===== src/hw/rtl/rsfu_pkg.sv =====
package rsfu_pkg;

   localparam int ENTRIES_DEF = 8;
   localparam int UNITS = 4;
   localparam int ROB_DEPTH_DEF = 32;

   localparam logic [2:0] MODE_ISSUE = 3'd0;
   localparam logic [2:0] MODE_EXT_READY = 3'd1;
   localparam logic [2:0] MODE_REALLOC = 3'd2;
   localparam logic [2:0] MODE_TICK = 3'd3;
   localparam logic [2:0] MODE_CLEAR = 3'd4;

   localparam logic [1:0] KIND_ACK = 2'd0;
   localparam logic [1:0] KIND_DONE = 2'd1;
   localparam logic [1:0] KIND_IDLE = 2'd2;

   localparam logic [1:0] STAT_OK = 2'd0;
   localparam logic [1:0] STAT_FULL = 2'd1;
   localparam logic [1:0] STAT_BAD_OP = 2'd2;

   localparam logic [4:0] OP_ADD = 5'd0, OP_ADDI = 5'd1, OP_SUB = 5'd2, OP_BEQ = 5'd3,
      OP_BNE = 5'd4, OP_BLT = 5'd5, OP_BGE = 5'd6, OP_BLTU = 5'd7, OP_BGEU = 5'd8,
      OP_SLT = 5'd9, OP_SLTU = 5'd10, OP_SLTI = 5'd11, OP_SLTIU = 5'd12, OP_XOR = 5'd13,
      OP_XORI = 5'd14, OP_OR = 5'd15, OP_ORI = 5'd16, OP_AND = 5'd17, OP_ANDI = 5'd18,
      OP_SLL = 5'd19, OP_SLLI = 5'd20, OP_SRL = 5'd21, OP_SRLI = 5'd22, OP_SRA = 5'd23,
      OP_SRAI = 5'd24;

   localparam logic [4:0] SHAMT_MASK = 5'b11111;

   typedef struct packed {
      logic [2:0]         mode;
      logic [4:0]         op;
      logic signed [31:0] value1;
      logic signed [31:0] value2;
      logic               wait1;
      logic [4:0]         tag1;
      logic               wait2;
      logic [4:0]         tag2;
      logic [4:0]         dest_tag;
      logic [4:0]         ext_tag;
      logic signed [31:0] ext_value;
   } req_type;

   typedef struct packed {
      logic [1:0]         kind;
      logic [1:0]         status;
      logic [2:0]         slot;
      logic [4:0]         done_tag;
      logic signed [31:0] done_value;
      logic               last;
   } rsp_type;

   // controller -> datapath
   typedef struct packed {
      logic load;       // capture request
      logic exec;       // apply request (non-tick)
      logic retire;     // tick: retire one unit
      logic [1:0] unit; // unit being retired
      logic tick_end;   // tick: dispatch, capture, advance units
      logic emit;       // load output register
      logic emit_last;
   } cmd_type;

   // datapath -> controller
   typedef struct packed {
      logic [2:0] mode;
      logic [UNITS-1:0] finished;
   } stat_type;

   function automatic logic [1:0] unit_of(input logic [4:0] op);
      if (op <= OP_SUB) return 2'd0;
      else if (op <= OP_SLTIU) return 2'd1;
      else if (op <= OP_ANDI) return 2'd2;
      else return 2'd3;
   endfunction

   function automatic logic [31:0] compute(input logic [31:0] a, input logic [31:0] b,
                                            input logic [4:0] op);
      logic [4:0] s;
      logic slt;
      s = b[4:0] & SHAMT_MASK;
      slt = $signed(a) < $signed(b);
      case (op)
         OP_ADD, OP_ADDI: return a + b;
         OP_SUB: return a - b;
         OP_BEQ: return {31'd0, a == b};
         OP_BNE: return {31'd0, a != b};
         OP_BLT, OP_SLT, OP_SLTI: return {31'd0, slt};
         OP_BGE: return {31'd0, !slt};
         OP_BLTU, OP_SLTU, OP_SLTIU: return {31'd0, a < b};
         OP_BGEU: return {31'd0, a >= b};
         OP_XOR, OP_XORI: return a ^ b;
         OP_OR, OP_ORI: return a | b;
         OP_AND, OP_ANDI: return a & b;
         OP_SLL, OP_SLLI: return a << s;
         OP_SRL, OP_SRLI: return a >> s;
         OP_SRA, OP_SRAI: return $unsigned($signed(a) >>> s);
         default: return 32'd0;
      endcase
   endfunction

endpackage


===== src/hw/rtl/rsfu_ctrl.sv =====
module rsfu_ctrl (
   input  logic              clock,
   input  logic              reset,
   input  logic              req_valid,
   output logic              req_ready,
   output logic              rsp_valid,
   input  logic              rsp_ready,
   input  rsfu_pkg::stat_type stat,
   output rsfu_pkg::cmd_type  cmd
);
   import rsfu_pkg::*;

   typedef enum logic [3:0] {
      ST_IDLE = 4'b0001,
      ST_EXEC = 4'b0010,
      ST_RET  = 4'b0100,
      ST_OUT  = 4'b1000
   } state_type;

   state_type state_ff, state_in;
   logic [1:0] unit_ff, unit_in;
   logic valid_ff, valid_in;
   logic [UNITS-1:0] fin_ff, fin_in;
   logic any_ff, any_in;
   logic more;

   assign rsp_valid = valid_ff;
   assign req_ready = (state_ff == ST_IDLE) && !valid_ff;

   // any finished unit above the current one
   always_comb begin
      more = 1'b0;
      for (int u = 0; u < UNITS; u++)
         if (u > unit_ff && fin_ff[u]) more = 1'b1;
   end

   always_comb begin
      state_in = state_ff;
      unit_in = unit_ff;
      valid_in = valid_ff;
      fin_in = fin_ff;
      any_in = any_ff;
      cmd = '0;
      cmd.unit = unit_ff;
      if (valid_ff && rsp_ready) valid_in = 1'b0;
      unique case (state_ff)
         ST_IDLE: begin
            if (req_valid && req_ready) begin
               cmd.load = 1'b1;
               state_in = ST_EXEC;
            end
         end
         ST_EXEC: begin
            if (stat.mode == MODE_TICK) begin
               fin_in = stat.finished;
               unit_in = 2'd0;
               any_in = 1'b0;
               state_in = ST_RET;
            end else begin
               cmd.exec = 1'b1;
               cmd.emit = 1'b1;
               cmd.emit_last = 1'b1;
               valid_in = 1'b1;
               state_in = ST_IDLE;
            end
         end
         ST_RET: begin
            if (!valid_ff || rsp_ready) begin
               if (fin_ff[unit_ff]) begin
                  cmd.retire = 1'b1;
                  cmd.emit = 1'b1;
                  cmd.emit_last = !more;
                  valid_in = 1'b1;
                  any_in = 1'b1;
               end
               if (unit_ff == 2'd3) state_in = ST_OUT;
               else unit_in = unit_ff + 2'd1;
            end
         end
         ST_OUT: begin
            if (!valid_ff || rsp_ready) begin
               cmd.tick_end = 1'b1;
               if (!any_ff) begin
                  cmd.emit = 1'b1;
                  cmd.emit_last = 1'b1;
                  valid_in = 1'b1;
               end
               state_in = ST_IDLE;
            end
         end
         default: state_in = ST_IDLE;
      endcase
   end

   always_ff @(posedge clock) begin
      if (reset) begin
         state_ff <= ST_IDLE;
         unit_ff <= 2'd0;
         valid_ff <= 1'b0;
         fin_ff <= '0;
         any_ff <= 1'b0;
      end else begin
         state_ff <= state_in;
         unit_ff <= unit_in;
         valid_ff <= valid_in;
         fin_ff <= fin_in;
         any_ff <= any_in;
      end
   end
endmodule


===== config.mk =====
export PLATFORM = sky130hd
export DESIGN_NAME = rsfu_ctrl
export DESIGN_NICKNAME = d
export VERILOG_FILES = /design/src/hw/rtl/rsfu_pkg.sv /design/src/hw/rtl/rsfu_ctrl.sv
export SDC_FILE = /design/constraint.sdc
export NUM_CORES = 1
export LEC_CHECK = 0
export ABC_AREA = 0
export BUFFER_PORTS_ARGS = -buffer_cell sky130_fd_sc_hd__buf_4
export CAP_MARGIN = 20
export CORE_UTILIZATION = 52
export CTS_CLUSTER_SIZE = 25
export DETAILED_ROUTE_END_ITERATION = 10
export GPL_ROUTABILITY_DRIVEN = 0
export PLACE_DENSITY = 0.81
export SLEW_MARGIN = 30
export SYNTH_ARGS = -nofsm -noshare
export SYNTH_HDL_FRONTEND = slang
export SYNTH_SLANG_ARGS = --single-unit

===== constraint.sdc =====
create_clock -name clock -period 4.8 [get_ports clock]
set_clock_uncertainty 0.15 [all_clocks]
set_input_delay 0.24 -clock clock [delete_from_list [all_inputs] [get_ports clock]]
set_output_delay 0.24 -clock clock [all_outputs]
set_load 0.005 [all_outputs]

==> tab_implementation.tex <==
\begin{tabular}{lr}
\hline
Metric & Value \\
\hline
\multicolumn{2}{l}{\textbf{Power and ir drop}} \\
Fraction of power consumed by the clock network & roughly 39\% \\
Power density cells & between 200 and 250 nW/um2 \\
Internal power consumption & $\sim$160 uW \\
Net load switching power & 50.4 uW \\
Largest vdd supply drop & roughly 0.18 mV \\
Switching part of the total power & around a quarter \\
Leakage power total & about 0.38 nW \\
Sequential cell fraction of total power & approximately 49\% \\
Part of the total power dissipated in combinational logic & approximately an eighth \\
\multicolumn{2}{l}{\textbf{Min path}} \\
Hold WC Path Type & input pin to flip-flop \\
\multicolumn{2}{l}{\textbf{Global routing}} \\
Met2 Use GR & 39.4\% \\
Aggregate global routing overflow & 0 \\
Antenna violations before repair & 0 \\
Busiest metal layer after global routing & met2 \\
Wire length of the first global-routing pass & 2550 um \\
Global routing usage on met3 & under 10\% \\
Number of global-route vias before repair & 561 \\
GRT Resource Usage Total & 25.3\% \\
Met1 usage in global routing & a little over a third \\
Pin count of the biggest net entering global routing & 13 \\
\multicolumn{2}{l}{\textbf{Critical path}} \\
Worst setup SP type & flip-flop \\
Biggest cell delay along the critical path & $\sim$660 ps \\
Cell Chain, Critical Path & or4b\_2 > nor3\_1 > nor2\_1 > o21ai\_0 > buf\_4 \\
Slowest library cell on the worst path & sky130\_fd\_sc\_hd\_\_or4b\_2 \\
Critical Path AT & about 1900 ps \\
Critical Setup Path Class & flip-flop to primary output \\
Capturing element type of the critical path & primary output \\
Combined buffer and inverter count along the critical path & 1 \\
Largest fanout of any net on the critical path & 9 \\
WP data required & $\sim$4400 ps \\
Cell family with most CP delay & simple AND/OR/NAND/NOR gates \\
\multicolumn{2}{l}{\textbf{Status}} \\
Run status & finished, final reports clean \\
\multicolumn{2}{l}{\textbf{Placed design}} \\
Minimum setup slack after placement & 2890 ps \\
Number of buffer cells added on primary ports & 20 \\
Number of instances in the placed design & 115 \\
\multicolumn{2}{l}{\textbf{Final layout}} \\
Most frequent cells in the layout & 20 x sky130\_fd\_sc\_hd\_\_buf\_4, 13 x sky130\_fd\_sc\_hd\_\_nand2\_1, 12 x sky130\_fd\_sc\_hd\_\_dfxtp\_1, 10 x sky130\_fd\_sc\_hd\_\_nor2\_1, 9 x sky130\_fd\_sc\_hd\_\_a21oi\_1 \\
Fill cell instance count of the final layout & between 90 and 100 \\
Count of nets after finishing & 120 \\
Share of layout cells above drive strength 1 & a little under a third \\
Most common library cell in the layout ignoring fill and taps & sky130\_fd\_sc\_hd\_\_buf\_4 \\
Final core utilization & 76.1\% \\
Synth-to-Final Area Change & 29.0\% \\
Final non-filler cell total & approximately 120 \\
Diode count & 0 \\
\multicolumn{2}{l}{\textbf{Clocking}} \\
Resized Gates After CTS & 0 \\
Post-CTS setup buffers & 0 \\
Worst skew pair latency & between 200 and 300 ps \\
\# clock sinks & 12 \\
Number of buffers on the longest clock path & 2 \\
Number of H-tree levels & 1 \\
Number of buffers inserted by hold repair at cts & 0 \\
Number of buffers created by CTS & 3 \\
CTS root buffer & sky130\_fd\_sc\_hd\_\_clkbuf\_4 \\
TritonCTS clock tree & built \\
Clock-pin slew on the worst setup and hold paths & roughly 80 ps \\
\multicolumn{2}{l}{\textbf{STA}} \\
Clock period minus final worst setup slack & about 2200 ps \\
Final Hold Viols & 0 \\
Max transition margin & 73.5\% \\
RSZ-0062 raised after global routing & no \\
Setup tns final & 0 ps \\
Final Max Tran Viols & 0 \\
Slew @ Worst Pin & approximately 400 ps \\
Ratio of final minimum period to clock period & approximately 47\% \\
Achievable Freq & around 0.45 GHz \\
Worst setup margin & about 2600 ps \\
Number of failing setup endpoints in the final timing report & 0 \\
\multicolumn{2}{l}{\textbf{Detailed routing}} \\
Initial drt markers & 16 \\
Via count & 666 \\
Post-Route WL & 1540 um \\
Average via count per standard cell & 5.60 \\
Residual DRC count & 0 \\
Antenna Violating Nets Remaining & 0 \\
Routed wire per std cell & about 13 um \\
Pre-antenna DRT Iters & 6 \\
\multicolumn{2}{l}{\textbf{Synth}} \\
Most instantiated flip-flop cell in the synthesis netlist & sky130\_fd\_sc\_hd\_\_dfxtp\_1 \\
Sequential element share of the synthesized area & a little over a third \\
Distinct cell type count of the synthesized netlist & 28 \\
Number of flops mapped to enable cells by yosys & 0 \\
FFs w/ async S/R, synth & 0\% \\
Mean area per synthesized cell & 8.42 um2 \\
Number of nets produced by synthesis & 96 \\
Cell type contributing the most total cell area after synthesis & sky130\_fd\_sc\_hd\_\_dfxtp\_1 \\
Gate count after technology mapping & between 80 and 90 \\
Syn. warnings & 0 \\
Area of the mapped netlist & about 690 um2 \\
Cell types occupying the most area after synthesis & sky130\_fd\_sc\_hd\_\_dfxtp\_1 35\%, sky130\_fd\_sc\_hd\_\_nand2\_1 7.1\%, sky130\_fd\_sc\_hd\_\_a21oi\_1 6.5\% \\
Synthesis-stage register bit count & 12 \\
Area share of the largest cell type after synthesis & a little over a third \\
\multicolumn{2}{l}{\textbf{Die}} \\
Die span in x & $\sim$38 um \\
Height of the chip & roughly 38 um \\
DIE AREA & approximately 1500 um2 \\
Floorplan core area & $\sim$1200 um2 \\
Number of I/O pins & 21 \\
Standard-cell rows & 12 \\
Starting density of the core & between 50\% and 60\% \\
\multicolumn{2}{l}{\textbf{Run}} \\
Maxcap violations & 0 \\
\hline
\end{tabular}
logic make-up (layout without fill, tap and decap cells):
family          after synthesis  count (layout)  synth area share [%]
flops                        12              12                  34.8
compound gates               14              14                  11.8
fa+ha+maj                     3               3                  5.44
buf+inv                       4              27                  2.17
mux                           2               2                  4.89
simple gates                 47              47                  40.9
worst min-delay path, cell delays in order:
cell                      delay [ps]
sky130_fd_sc_hd__buf_4           110
sky130_fd_sc_hd__nand2_1          40
sky130_fd_sc_hd__a21oi_1          50
cells in the mapped netlist (all sizes together), types with 2 or more instances:
| library cell | count |
|---|---|
| nor4b | 2 |
| nor2 | 10 |
| ha | 3 |
| o21ai | 2 |
| nand2 | 13 |
| nand3 | 2 |
| nor3 | 4 |
| a21oi | 9 |
| dfxtp | 12 |
| inv | 3 |
| nor2b | 3 |
| nand2b | 3 |
| or4b | 4 |
worst paths after layout:
kind / end / depth (start not counted) / slack, ps / start
min: fin_ff[2] / 3 / 50 / stat[2]
max: cmd[0] / 5 / 2560 / state_ff[3]
min reg2reg: fin_ff[1] / 2 / 340 / fin_ff[1]
max reg2reg: unit_ff[1] / 4 / 3050 / state_ff[2]
flip-flops by register name (all words and copies together) (netlist names):
name and count:
rsp_valid 1, fin_ff 4, any_ff 1, state_ff 4, unit_ff 2
power groups by stage:
stage / Clock (mW) / Sequential [mW] / Combinational [mW]
floorplan: 0 / 0.106 / 0.0131
global placement: 0 / 0.107 / 0.0254
detailed placement: 0 / 0.107 / 0.0260
CTS: 0.0837 / 0.105 / 0.0262
global route: 0.0889 / 0.106 / 0.0282
finish: 0.0831 / 0.105 / 0.0259
metal layers:
| layer | vias up | wire, um | part of all wire (%) |
|---|---|---|---|
| met5 | - | 0 | 0 |
| met4 | 0 | 21 | 1.4 |
| li1 | 344 | - | - |
| met3 | 3 | 64 | 4.2 |
| met2 | 20 | 707 | 46 |
| met1 | 299 | 745 | 48 |
per-stage QoR:
step	total power [mW]	instance area, um2	hold slack [ps]
2_1_floorplan	0.119	691	167
3_3_place_gp	0.132	855	303
3_5_place_dp	0.133	855	318
4_1_cts	0.215	891	48.6
5_1_grt	0.223	891	44.4
6_report	0.214	891	53.9
final cells by class:
type	count	area, um2	share of cell area, %
clock buffer	4	36.3	4.07
inverter	3	11.3	1.26
sequential	12	240	27.0
timing repair buffer	20	150	16.9
multi-input combinational	66	435	48.9
tap	14	17.5	1.97
No activity file was read; power rests on OpenSTA's default activity.
